$ cat src/rtl/core/heart_rate_window_stats_assert.svh
// ----------------------------------------------------------------------------
// heart_rate_window_stats_assert.svh
// assertion macros shared by the heart rate window statistics block
// ----------------------------------------------------------------------------
`ifndef HEART_RATE_WINDOW_STATS_ASSERT_SVH
`define HEART_RATE_WINDOW_STATS_ASSERT_SVH

`ifndef SYNTH
// same-cycle implication
`define HRWS_ASSERT_IMP(label, clk, rst, ante, cons) \
  label: assert property (@(posedge clk) disable iff (rst) (ante) |-> (cons)) \
    else $error("assertion failed");
// next-cycle implication
`define HRWS_ASSERT_NXT(label, clk, rst, ante, cons) \
  label: assert property (@(posedge clk) disable iff (rst) (ante) |=> (cons)) \
    else $error("assertion failed");
`else
`define HRWS_ASSERT_IMP(label, clk, rst, ante, cons)
`define HRWS_ASSERT_NXT(label, clk, rst, ante, cons)
`endif

`endif

$ cat src/rtl/core/hrws_pkg.sv
`timescale 1ns / 1ps
// ----------------------------------------------------------------------------
// hrws_pkg
// shared constants and codes of the heart rate window statistics block
// ----------------------------------------------------------------------------
package hrws_pkg;

  localparam int WINDOW   = 60;
  localparam int SLOT_W   = $clog2(WINDOW);
  localparam int CNT_W    = $clog2(WINDOW + 1);
  localparam int RATE_W   = 8;
  localparam int SUM_W    = $clog2(WINDOW * 255 + 1);
  localparam int SQS_W    = $clog2(WINDOW * 65025 + 1);
  localparam int DEV_W    = CNT_W + SQS_W;
  localparam int SCALE_W  = 22;
  localparam int ROOT_W   = (DEV_W + SCALE_W + 1) / 2;
  localparam int RAD_W    = 2 * ROOT_W;
  localparam int QUO_W    = (ROOT_W > SUM_W + 4) ? ROOT_W : SUM_W + 4;
  localparam int ITER_W   = $clog2(QUO_W + 1);
  localparam int MEAN_W   = 12;
  localparam int VAR_W    = 11;

  localparam logic [SCALE_W-1:0] VAR_SCALE = SCALE_W'(2560000);
  localparam logic [VAR_W-1:0]   VAR_SAT   = VAR_W'(1600);

  // register indexes
  localparam logic [2:0] REG_FAST   = 3'd0;
  localparam logic [2:0] REG_SLOW   = 3'd1;
  localparam logic [2:0] REG_JUMP   = 3'd2;
  localparam logic [2:0] REG_MAXV   = 3'd3;
  localparam logic [2:0] REG_MINVAR = 3'd4;
  localparam logic [2:0] REG_MINIRR = 3'd5;

  // anomaly codes
  localparam logic [1:0] ANOM_NONE  = 2'd0;
  localparam logic [1:0] ANOM_FAST  = 2'd1;
  localparam logic [1:0] ANOM_SLOW  = 2'd2;
  localparam logic [1:0] ANOM_IRREG = 2'd3;

endpackage

$ cat src/rtl/core/hrws_ring.sv
`timescale 1ns / 1ps
// ----------------------------------------------------------------------------
// hrws_ring
// ring of the last beat rates, one write and one registered read port
// ----------------------------------------------------------------------------
module hrws_ring import hrws_pkg::*; (
  input  logic              clk,
  input  logic              we,
  input  logic [SLOT_W-1:0] waddr,
  input  logic [RATE_W-1:0] wdata,
  input  logic [SLOT_W-1:0] raddr,
  output logic [RATE_W-1:0] rdata
);

  logic [RATE_W-1:0] mem [WINDOW];

  // write port
  always_ff @(posedge clk) begin
    if (we) begin
      mem[waddr] <= wdata;
    end
  end

  // registered read port
  always_ff @(posedge clk) begin
    rdata <= mem[raddr];
  end

endmodule

$ cat src/rtl/core/hrws_sqrt.sv
`timescale 1ns / 1ps
// ----------------------------------------------------------------------------
// hrws_sqrt
// bit-serial integer square root, two radicand bits per cycle
// ----------------------------------------------------------------------------
module hrws_sqrt import hrws_pkg::*; (
  input  logic              clk,
  input  logic              rst,
  input  logic              start,
  input  logic [RAD_W-1:0]  radicand,
  output logic              busy,
  output logic [ROOT_W-1:0] root
);

  logic [RAD_W-1:0]  rad;
  logic [ROOT_W+1:0] rem;
  logic [ITER_W-1:0] cnt;
  logic [ROOT_W+1:0] shifted;
  logic [ROOT_W+1:0] trial;
  logic              ge;

  // one root digit per step
  assign shifted = {rem[ROOT_W-1:0], rad[RAD_W-1 -: 2]};
  assign trial   = {root, 2'b01};
  assign ge      = shifted >= trial;
  assign busy    = cnt != '0;

  always_ff @(posedge clk) begin
    if (rst) begin
      cnt <= '0;
    end else if (start) begin
      cnt <= ITER_W'(ROOT_W);
    end else if (busy) begin
      cnt <= cnt - 1'b1;
    end
  end

  always_ff @(posedge clk) begin
    if (start) begin
      rad  <= radicand;
      rem  <= '0;
      root <= '0;
    end else if (busy) begin
      rad  <= {rad[RAD_W-3:0], 2'b00};
      rem  <= ge ? shifted - trial : shifted;
      root <= {root[ROOT_W-2:0], ge};
    end
  end

endmodule

$ cat src/rtl/core/hrws_div.sv
`timescale 1ns / 1ps
// ----------------------------------------------------------------------------
// hrws_div
// bit-serial restoring divider, one quotient bit per cycle
// ----------------------------------------------------------------------------
module hrws_div import hrws_pkg::*; (
  input  logic             clk,
  input  logic             rst,
  input  logic             start,
  input  logic [QUO_W-1:0] dividend,
  input  logic [SUM_W-1:0] divisor,
  output logic             busy,
  output logic [QUO_W-1:0] quotient
);

  logic [SUM_W-1:0]  dvs;
  logic [SUM_W:0]    rem;
  logic [ITER_W-1:0] cnt;
  logic [SUM_W:0]    trial;
  logic              ge;

  // shift in next dividend bit and try subtract
  assign trial = {rem[SUM_W-1:0], quotient[QUO_W-1]};
  assign ge    = trial >= {1'b0, dvs};
  assign busy  = cnt != '0;

  always_ff @(posedge clk) begin
    if (rst) begin
      cnt <= '0;
    end else if (start) begin
      cnt <= ITER_W'(QUO_W);
    end else if (busy) begin
      cnt <= cnt - 1'b1;
    end
  end

  always_ff @(posedge clk) begin
    if (start) begin
      quotient <= dividend;
      dvs      <= divisor;
      rem      <= '0;
    end else if (busy) begin
      rem      <= ge ? trial - {1'b0, dvs} : trial;
      quotient <= {quotient[QUO_W-2:0], ge};
    end
  end

endmodule

$ cat src/rtl/core/heart_rate_window_stats.sv
`timescale 1ns / 1ps
// ----------------------------------------------------------------------------
// heart_rate_window_stats
// sliding window mean, variation and anomaly class of beat rates
// ----------------------------------------------------------------------------
// Usage: each request on the input channel (in_valid / in_stall) carries one
// beat_rate and produces exactly one result on the output channel
// (out_valid / out_stall). A rate of 0 or above max_valid is rejected:
// the stored statistics come back with accepted low.
// An accepted rate passes through three ring reads, the sum update, the
// products, a bit-serial square root (the window mean divides alongside
// it) and a bit-serial division for the variation.
// One request is in work at a time; in_stall is high while it runs and
// while its result waits for a stalled receiver to free the output register.
// Configuration writes (cfg_write, cfg_index, cfg_data) land at once; the
// user makes them only while the block is idle, which the block does not
// enforce. Reset is synchronous: it empties the window, sets peak to 0 and
// lowest to 200, restores the register defaults and needs no clearing pass.
// ----------------------------------------------------------------------------
`include "heart_rate_window_stats_assert.svh"

module heart_rate_window_stats import hrws_pkg::*; (
  input  logic              clk,
  input  logic              rst,
  input  logic              cfg_write,
  input  logic [2:0]        cfg_index,
  input  logic [7:0]        cfg_data,
  input  logic              in_valid,
  output logic              in_stall,
  input  logic [RATE_W-1:0] beat_rate,
  output logic              out_valid,
  input  logic              out_stall,
  output logic              accepted,
  output logic [7:0]        peak_rate,
  output logic [7:0]        lowest_rate,
  output logic [MEAN_W-1:0] mean_q4,
  output logic [VAR_W-1:0]  variation_q4,
  output logic [1:0]        anomaly_kind,
  output logic              anomaly_flag
);

  typedef enum logic [12:0] {
    S_IDLE = 13'b0000000000001,
    S_RD0  = 13'b0000000000010,
    S_RD1  = 13'b0000000000100,
    S_RD2  = 13'b0000000001000,
    S_UPD  = 13'b0000000010000,
    S_MUL  = 13'b0000000100000,
    S_DEV  = 13'b0000001000000,
    S_SCL  = 13'b0000010000000,
    S_SQST = 13'b0000100000000,
    S_SQW  = 13'b0001000000000,
    S_VDST = 13'b0010000000000,
    S_VDW  = 13'b0100000000000,
    S_DONE = 13'b1000000000000
  } state_t;

  state_t state;

  // configuration
  logic [7:0] fast_thr, slow_thr, jump_lim, max_valid;
  logic [5:0] min_var, min_irr;

  // window state
  logic [SLOT_W-1:0] slot;
  logic [CNT_W-1:0]  n;
  logic [SUM_W-1:0]  sum;
  logic [SQS_W-1:0]  sumsq;
  logic [7:0]        peak, lowest;
  logic [1:0]        anomaly;
  logic [VAR_W-1:0]  var_raw;
  logic [MEAN_W-1:0] mean;

  // work registers
  logic [RATE_W-1:0] rate_r, old_r, prev1;
  logic              ok_r;
  logic [DEV_W-1:0]  prod, sq, dev;
  logic [RAD_W-1:0]  scaled;

  // unit connections
  logic [SLOT_W-1:0] raddr;
  logic [RATE_W-1:0] rdata;
  logic              ring_we;
  logic              sq_start, sq_busy;
  logic [ROOT_W-1:0] root;
  logic              dv_start, dv_busy;
  logic [QUO_W-1:0]  dv_dividend, quotient;
  logic [SUM_W-1:0]  dv_divisor;

  logic              rate_ok, in_acc, out_free;
  logic [SLOT_W-1:0] slot_m1, slot_m2;
  logic              full;
  logic [CNT_W-1:0]  n_next;
  logic [SUM_W-1:0]  sum_next;
  logic [SQS_W-1:0]  sumsq_next;
  logic [15:0]       old_sq, rate_sq;
  logic [7:0]        jump_a, jump_b;
  logic [1:0]        anomaly_next;

  assign in_stall = state != S_IDLE;
  assign in_acc   = in_valid && !in_stall;
  assign rate_ok  = (beat_rate != '0) && (beat_rate <= max_valid);
  assign out_free = !out_valid || !out_stall;

  // configuration writes
  always_ff @(posedge clk) begin
    if (rst) begin
      fast_thr  <= 8'd100;
      slow_thr  <= 8'd60;
      jump_lim  <= 8'd20;
      max_valid <= 8'd200;
      min_var   <= 6'd5;
      min_irr   <= 6'd4;
    end else if (cfg_write) begin
      case (cfg_index)
        REG_FAST:   fast_thr  <= cfg_data;
        REG_SLOW:   slow_thr  <= cfg_data;
        REG_JUMP:   jump_lim  <= cfg_data;
        REG_MAXV:   max_valid <= cfg_data;
        REG_MINVAR: min_var   <= cfg_data[5:0];
        REG_MINIRR: min_irr   <= cfg_data[5:0];
        default: ;
      endcase
    end
  end

  // ring neighbors of the write slot
  assign slot_m1 = (slot == '0) ? SLOT_W'(WINDOW - 1) : slot - 1'b1;
  assign slot_m2 = (slot < SLOT_W'(2)) ? slot + SLOT_W'(WINDOW - 2) : slot - SLOT_W'(2);

  always_comb begin
    case (state)
      S_RD1:   raddr = slot_m1;
      S_RD2:   raddr = slot_m2;
      default: raddr = slot;
    endcase
  end

  assign ring_we = state == S_UPD;

  hrws_ring u_ring (
    .clk   (clk),
    .we    (ring_we),
    .waddr (slot),
    .wdata (rate_r),
    .raddr (raddr),
    .rdata (rdata)
  );

  // window update terms
  assign full       = n == CNT_W'(WINDOW);
  assign old_sq     = old_r * old_r;
  assign rate_sq    = rate_r * rate_r;
  assign n_next     = full ? n : n + 1'b1;
  assign sum_next   = sum - (full ? SUM_W'(old_r) : '0) + SUM_W'(rate_r);
  assign sumsq_next = sumsq - (full ? SQS_W'(old_sq) : '0) + SQS_W'(rate_sq);
  assign jump_a     = (rate_r > prev1) ? rate_r - prev1 : prev1 - rate_r;
  assign jump_b     = (prev1 > rdata) ? prev1 - rdata : rdata - prev1;

  // anomaly class of the new beat
  always_comb begin
    if (rate_r > fast_thr) begin
      anomaly_next = ANOM_FAST;
    end else if (rate_r < slow_thr) begin
      anomaly_next = ANOM_SLOW;
    end else if (n_next >= CNT_W'(min_irr) && n_next >= CNT_W'(3) &&
                 jump_a > jump_lim && jump_b > jump_lim) begin
      anomaly_next = ANOM_IRREG;
    end else begin
      anomaly_next = ANOM_NONE;
    end
  end

  // arithmetic units
  assign sq_start = state == S_SQST;

  hrws_sqrt u_sqrt (
    .clk      (clk),
    .rst      (rst),
    .start    (sq_start),
    .radicand (scaled),
    .busy     (sq_busy),
    .root     (root)
  );

  assign dv_start    = (state == S_SQST) || (state == S_VDST);
  assign dv_dividend = (state == S_SQST) ? QUO_W'({sum, 4'b0000}) : QUO_W'(root);
  assign dv_divisor  = (state == S_SQST) ? SUM_W'(n) : sum;

  hrws_div u_div (
    .clk      (clk),
    .rst      (rst),
    .start    (dv_start),
    .dividend (dv_dividend),
    .divisor  (dv_divisor),
    .busy     (dv_busy),
    .quotient (quotient)
  );

  // sequencer
  always_ff @(posedge clk) begin
    if (rst) begin
      state <= S_IDLE;
    end else begin
      case (state)
        S_IDLE: begin
          if (in_acc) begin
            state <= rate_ok ? S_RD0 : S_DONE;
          end
        end
        S_RD0:  state <= S_RD1;
        S_RD1:  state <= S_RD2;
        S_RD2:  state <= S_UPD;
        S_UPD:  state <= S_MUL;
        S_MUL:  state <= S_DEV;
        S_DEV:  state <= S_SCL;
        S_SCL:  state <= S_SQST;
        S_SQST: state <= S_SQW;
        S_SQW: begin
          if (!sq_busy && !dv_busy) begin
            state <= S_VDST;
          end
        end
        S_VDST: state <= S_VDW;
        S_VDW: begin
          if (!dv_busy) begin
            state <= S_DONE;
          end
        end
        S_DONE: begin
          if (out_free) begin
            state <= S_IDLE;
          end
        end
        default: state <= S_IDLE;
      endcase
    end
  end

  // request capture and datapath registers
  always_ff @(posedge clk) begin
    if (in_acc) begin
      rate_r <= beat_rate;
      ok_r   <= rate_ok;
    end
    if (state == S_RD1) begin
      old_r <= rdata;
    end
    if (state == S_RD2) begin
      prev1 <= rdata;
    end
    if (state == S_MUL) begin
      prod <= DEV_W'(n) * DEV_W'(sumsq);
      sq   <= DEV_W'(sum) * DEV_W'(sum);
    end
    if (state == S_DEV) begin
      dev <= (prod > sq) ? prod - sq : '0;
    end
    if (state == S_SCL) begin
      scaled <= RAD_W'(dev) * RAD_W'(VAR_SCALE);
    end
  end

  // window statistics
  always_ff @(posedge clk) begin
    if (rst) begin
      slot    <= '0;
      n       <= '0;
      sum     <= '0;
      sumsq   <= '0;
      peak    <= 8'd0;
      lowest  <= 8'd200;
      anomaly <= ANOM_NONE;
      mean    <= '0;
      var_raw <= '0;
    end else begin
      if (state == S_UPD) begin
        slot    <= (slot == SLOT_W'(WINDOW - 1)) ? '0 : slot + 1'b1;
        n       <= n_next;
        sum     <= sum_next;
        sumsq   <= sumsq_next;
        anomaly <= anomaly_next;
        if (rate_r > peak) begin
          peak <= rate_r;
        end
        if (rate_r < lowest) begin
          lowest <= rate_r;
        end
      end
      if (state == S_SQW && !sq_busy && !dv_busy) begin
        mean <= quotient[MEAN_W-1:0];
      end
      if (state == S_VDW && !dv_busy) begin
        var_raw <= (quotient > QUO_W'(VAR_SAT)) ? VAR_SAT : quotient[VAR_W-1:0];
      end
    end
  end

  // output register
  always_ff @(posedge clk) begin
    if (rst) begin
      out_valid <= 1'b0;
    end else if (state == S_DONE && out_free) begin
      out_valid <= 1'b1;
    end else if (!out_stall) begin
      out_valid <= 1'b0;
    end
  end

  always_ff @(posedge clk) begin
    if (state == S_DONE && out_free) begin
      accepted     <= ok_r;
      peak_rate    <= peak;
      lowest_rate  <= lowest;
      mean_q4      <= mean;
      variation_q4 <= (n < CNT_W'(min_var)) ? '0 : var_raw;
      anomaly_kind <= anomaly;
      anomaly_flag <= anomaly != ANOM_NONE;
    end
  end

  // checks
  `HRWS_ASSERT_IMP(a_fill_bound, clk, rst, 1'b1, n <= CNT_W'(WINDOW))
  `HRWS_ASSERT_IMP(a_slot_tracks_fill, clk, rst, !full, CNT_W'(slot) == n)
  `HRWS_ASSERT_IMP(a_sum_floor, clk, rst, 1'b1, SUM_W'(n) <= sum)
  `HRWS_ASSERT_IMP(a_peak_low, clk, rst, n != '0, lowest <= peak)
  `HRWS_ASSERT_NXT(a_done_emits, clk, rst, state == S_DONE && out_free, out_valid)

endmodule
$ cat config.mk
export PLATFORM = sky130hd
export DESIGN_NAME = heart_rate_window_stats
export DESIGN_NICKNAME = d
export VERILOG_FILES = /design/src/rtl/core/hrws_pkg.sv /design/src/rtl/core/hrws_ring.sv /design/src/rtl/core/hrws_sqrt.sv /design/src/rtl/core/hrws_div.sv /design/src/rtl/core/heart_rate_window_stats.sv
export VERILOG_INCLUDE_DIRS = /design/src /design/src/rtl/core
export SDC_FILE = /design/constraint.sdc
export NUM_CORES = 2
export LEC_CHECK = 0
export ABC_AREA = 0
export BUFFER_PORTS_ARGS = -buffer_cell sky130_fd_sc_hd__buf_2
export CORE_MARGIN = 2
export CORE_UTILIZATION = 36
export CTS_CLUSTER_DIAMETER = 60
export CTS_CLUSTER_SIZE = 12
export DETAILED_ROUTE_END_ITERATION = 6
export PLACE_DENSITY = 0.46
export SLEW_MARGIN = 20
export SYNTH_ARGS = -nofsm -noshare
export SYNTH_HDL_FRONTEND = slang
export SYNTH_SLANG_ARGS = --single-unit
$ cat constraint.sdc
create_clock -name clk -period 10.1 [get_ports clk]
set_input_delay 0 -clock clk [delete_from_list [all_inputs] [get_ports clk]]
set_output_delay 0 -clock clk [all_outputs]
set_load 0.005 [all_outputs]
-- Word level (Yosys, flattened, before mapping)
Memories as Yosys holds them, arrays and structs flattened. A register that Yosys moved wholly into a read port is not among the register bits.
Cells that the tools add are included.
- shift-type cells: 0
- div/mod/pow operators: 0
- magnitude comparators: 17
- reduce and logical (&&, ||, !) cells: 36
- eq/ne operators: 26
- multiply operators: 5
- bitwise operators: 0
- mux-type cells: 35
- add/subtract/negate cells: 18
- operator list (cell ; number):
    $pmux 13 s13 ; 1
    $mux 25 ; 4
    $mux 50 ; 2
    $mux 13 ; 5
    $gt 8x8->1 ; 6
    $mul 28x10->38 const B ; 1
    $mul 8x8->16 ; 2
    $sub 8x8->8 ; 4
    $mux 6 ; 5
    $gt 28x28->1 ; 1
    $mul 14x14->28 ; 1
    $mul 6x22->28 ; 1
    $sub 28x28->28 ; 1
    $ge 27x27->1 ; 1
    $gt 25x11->1 const B ; 1
    $sub 25x25->25 ; 1
    $mux 8 ; 3
    $add 22x16->22 ; 1
    $sub 22x16->22 ; 1
    $mux 5 ; 4
    $lt 8x8->1 ; 2
    $mux 16 ; 1
    $reduce_and 2->1 ; 8
    $ge 15x14->1 ; 1
    48 further kinds ; 79
- bits in latches: 0
- bits of input ports: 24
- logic and storage cells: 182
- memories: 1
- output and inout port bits: 45
- memory bits (read-only): 0
- memory bits (writable): 480
- bits in registers: 498
- memories (name ; words ; width ; rd ports ; clocked after memory_dff ; write ports ; line ; source):
    u_ring.mem ; 60 ; 8 ; 1 ; 1 ; 1 ; hrws_ring.sv:15 ; logic [RATE_W-1:0] mem [WINDOW];

-- Depth between registers and ports, before layout
- word-level depth: 9
- depth in mapped cells: 41

-- Hierarchy
From an unflattened synthesis, not the netlist that was laid out.
- cell total of the unflattened synthesis: 5587
- area, all modules: 63433.3 um2
- by module, submodules not included (module ; cells an instance ; seq. area each (um2) ; area each (um2) ; times used):
    heart_rate_window_stats ; 3823 ; 8618.3 ; 35399.0 ; 1
    hrws_ring ; 925 ; 14574.0 ; 19239.7 ; 1
    hrws_sqrt ; 572 ; 2602.5 ; 5718.0 ; 1
    hrws_div ; 267 ; 1551.5 ; 3076.7 ; 1

-- Worst setup path after synthesis
Ideal clock, no wire load.
- path type: reg2reg
- start point: reg old_r[5]
- end point: reg sumsq[21]
- buffers on the path: 1
- data required time: 9.972 ns
- cell stages (with the launch flop): 37
- slack: 1.990 ns
- arrival time: 7.983 ns
- clock period less this slack: 8.110 ns
- cell sequence: edfxtp_1 -> clkbuf_1 -> inv_1 -> nor2_1 -> fa_1 -> fa_1 -> inv_1 -> fa_1 -> fa_1 -> inv_1 -> ha_1 -> inv_1 -> o21bai_1 -> a21oi_1 -> xnor2_1 -> nand2_1 -> fa_1 -> inv_1 -> fa_1 -> inv_1 -> fa_1 -> fa_1 -> inv_1 -> fa_1 -> inv_1 -> ha_1 -> nand2_1 -> nor2_1 -> nand3_1 -> o31ai_1 -> o211a_1 -> a31oi_1 -> a21oi_1 -> xnor2_1 -> nand2_1 -> xor2_1 -> nor2_1
- cells in the longest elaborated chain, start to end: 4
- ends and longest elaborated chain (what ; line ; source):
    start, declared ; heart_rate_window_stats.sv:75 ; logic [RATE_W-1:0] rate_r, old_r, prev1;
    start signal, assigned ; heart_rate_window_stats.sv:247 ; old_r <= rdata;
    $mul 8x8->16 ; heart_rate_window_stats.sv:152 ; assign old_sq = old_r * old_r;
    $mux 16 ; heart_rate_window_stats.sv:156 ; assign sumsq_next = sumsq - (full ? SQS_W'(old_sq) : '0) + SQS_W'(rate_sq);
    $sub 22x16->22 ; heart_rate_window_stats.sv:156 ;
    $add 22x16->22 ; heart_rate_window_stats.sv:156 ;
    end signal, assigned ; heart_rate_window_stats.sv:281 ; sumsq <= sumsq_next;
    end, declared ; heart_rate_window_stats.sv:68 ; logic [SQS_W-1:0] sumsq;
No other way between the ends.
A chain may end at the register's enable or synchronous reset.

-- Worst setup path in the final report
Same ends and word-level chain as after synthesis.

==> metrics.yaml <==
worst_pin_slew_ps: 1110
via_count: 43100
final_util_pct: 40.1
ys_seq_elements: 975
slowest_stage: "fa_1"
synth_edf_count: 746
holdPathStages: 2
r2r.worst_path.cells: 35
netlist_area_sq_mm: 0.0622
clock_sinks: 975
grt_pass1_vias: 43300
finalSetupTns_ps: 0
cts_buffer_depth: 3
layout_setup_ws_ps: 1380
hpwl_um: 121000
finClkSkew_ps: 67.9
drive_above_1_share_pct: 5.88
fmax_ghz: 0.115
synth_fp_nets: 6991
die_area_sq_mm: 0.176
min_from: "beat_rate[2]"
overflow: 0
ir_worst_vdd_v: 0.000172
path_class: "reg2reg"
crit_arrival_ps: 9340
fin_area_sq_mm: 0.0689
synth_seq_area_share_pct: 43.4
die_h_um: 420
synth_cell_types: 95
synth_top_area_share_pct: 36.0
ys.flop_type: "edfxtp_1"
yosys.area.top_type: "edfxtp_1"
p_per_area_mw_per_mm2: 174
remaining_drc_errors: 0
yosysMostFrequentCell: "nand2_1"
period_needed_ps: 8720
hold_end: "rate_r[2]"
start_util_pct: 36.2
postSynth.asyncResetShare_pct: 0
finalHoldViolations: 0
ant_nets: 0
netlist_instances: 6095
fillers: 17100
syn_area_per_cell_sq_um: 10.2
slew_headroom_pct: 26.1
wl_per_cell_um: 20.3
clock_latency_ps: 790
place_ws_ps: 1350
rr_endpoint: "sumsq[21]"
cts_tree: "yes"
crit_top_cell: "fa_1"
cts_root_buf: "clkbuf_16"
required_ps: 10720
drt-total-wl_um: 173000
multi_input_area_sq_mm: 0.0316
htree_levels: 3
io_pins: 69
crit_path_end_kind: "flop"
portBuffers: 68
antenna_found_initial: 6
post-route-period-util_pct: 86.3
leakage_nw: 29.1
placed_area_sq_mm: 0.0650
final_nets: 7033
clk_pin_slew_worst_paths_ps: 60
track_usage_pct: 19.7
hold_class: "in2reg"
netlist_top_cells_count: "1038 x nand2_1, 746 x edfxtp_1, 679 x inv_1, 511 x ha_1, 396 x nor2_1"
grt_max_degree: 132
viasPerCell: 5.05
drtPass1Iterations: 7
reg2reg_from: "old_r[5]"
ys_warn_count: 0
outcome: "complete, no violations"
regArea_sq_mm: 0.0270
drt_iter0_markers: 2399
synth_area_leaders: "edfxtp_1 36%, fa_1 12%, ha_1 10%"
grt_pass1_wl_um: 265000
die_x_um: 420
r2r_slack_ps: 1380
core_area_sq_mm: 0.172
gp_congestion: 0.836
setup_violations: 0
finalPower_mw: 12.0
cpPeakStageDelay_ps: 540
slew_viol_final: 0
rsz0062_at_grt: "false"
numCtsBuffers: 109
drv_cap: 0
start_kind: "flop"
rows: 152
cp_max_fo: 9
area_growth_syn_to_layout_pct: 10.7
-- worst max path at each step --
stage | from | end | slack [ps]
2_1_floorplan | old_r[5] | sumsq[21] | 1990
6_report | old_r[5] | sumsq[21] | 1380
3_3_place_gp | old_r[4] | sumsq[21] | 1350
4_1_cts | old_r[5] | sumsq[21] | 1400
5_1_grt | old_r[5] | sumsq[21] | 790
3_5_place_dp | old_r[5] | sumsq[21] | 1350
-- kinds of logic (layout without fill, tap and decap cells) --
family	after synthesis	count (layout)	synth area share, %
XOR/XNOR	196	196	2.76
other	0	6	0
flip-flops	975	975	43.4
AO/OA/AOI/OAI	954	954	9.81
multiplexers	73	73	1.19
buffers and inverters	935	1047	5.99
AND/OR/NAND/NOR	2090	2090	15.0
adder cells (fa/ha/maj)	872	872	21.9
-- metrics by stage --
stage	instances	hold WS [ps]
2_1_floorplan	6095	98.9
3_3_place_gp	8296	246
3_5_place_dp	8296	238
4_1_cts	8516	5.13
5_1_grt	8523	52.1
6_report	8523	83.3
-- power breakdown --
group / switching [mW] / internal (mW)
logic: 1.83 / 1.26
clock network: 1.77 / 2.17
registers: 0.227 / 4.72
total: 3.82 / 8.15
-- critical path, delay by kind of cell (launching register included) --
family	cells	cell delay, ps
adder cells (fa/ha/maj)	11	5000
AO/OA/AOI/OAI	6	1260
AND/OR/NAND/NOR	7	880
buffers and inverters	8	540
flip-flops	1	520
XOR/XNOR	3	410
-- per-layer routing --
metal  track usage (%)  vias to the layer above  wire (um)  part of all wire [%]
li1                  -                    20800          -                     -
met1              26.5                    21400      78800                    45
met2              33.4                      643      84000                    49
met3              2.41                      211       5810                   3.4
met4              5.48                        2       4580                   2.6
met5                 0                        -         13                0.0075
-- registers in the layout, indices dropped and copies added, names as in the netlist, 13 cells and up --
register	flops
u_ring.mem	480
scaled	38
u_sqrt.rad	38
dev	28
prod	28
sq	27
u_div.quotient	25
u_sqrt.rem	25
u_sqrt.root	25
sumsq	22
sum	14
u_div.dvs	14
u_div.rem	14
state	13
-- layout make-up --
| cell class | instances | share of cell area [%] |
|---|---|---|
| multi-input cells | 4185 | 45.9 |
| diodes | 6 | 0.0218 |
| repair buffers | 173 | 1.85 |
| well taps | 2310 | 4.20 |
| inverters | 693 | 3.78 |
| flip-flops and latches | 975 | 39.2 |
| clock inverters | 46 | 0.881 |
| clock buffers | 135 | 4.16 |
-- cell usage in the layout, fill, tap and decap left out, types with 29 or more instances in the layout --
master	instances
xor2_1	63
o21a_1	34
nor2_1	394
nand3_1	213
ha_1	511
fa_1	361
buf_2	67
a31oi_1	61
nand2b_1	41
dlygate4sd3_1	39
nand4_1	38
a311oi_1	41
a21o_1	101
and2_1	87
nor2b_1	51
and3_1	73
dfxtp_1	229
o21ai_0	156
inv_1	679
nor3_1	53
edfxtp_1	746
mux2i_1	67
buf_4	63
a21oi_1	332
nand2_1	1037
a211oi_1	34
xnor2_1	133
clkbuf_16	109
o21bai_1	29
-- repair_timing --
action,4_1_cts,5_1_grt
buffers inserted,0,0
hold buffers,39,0
resized for setup,0,0
hold endpoints to repair,161,0
No activity file was read; power rests on OpenSTA's default activity.
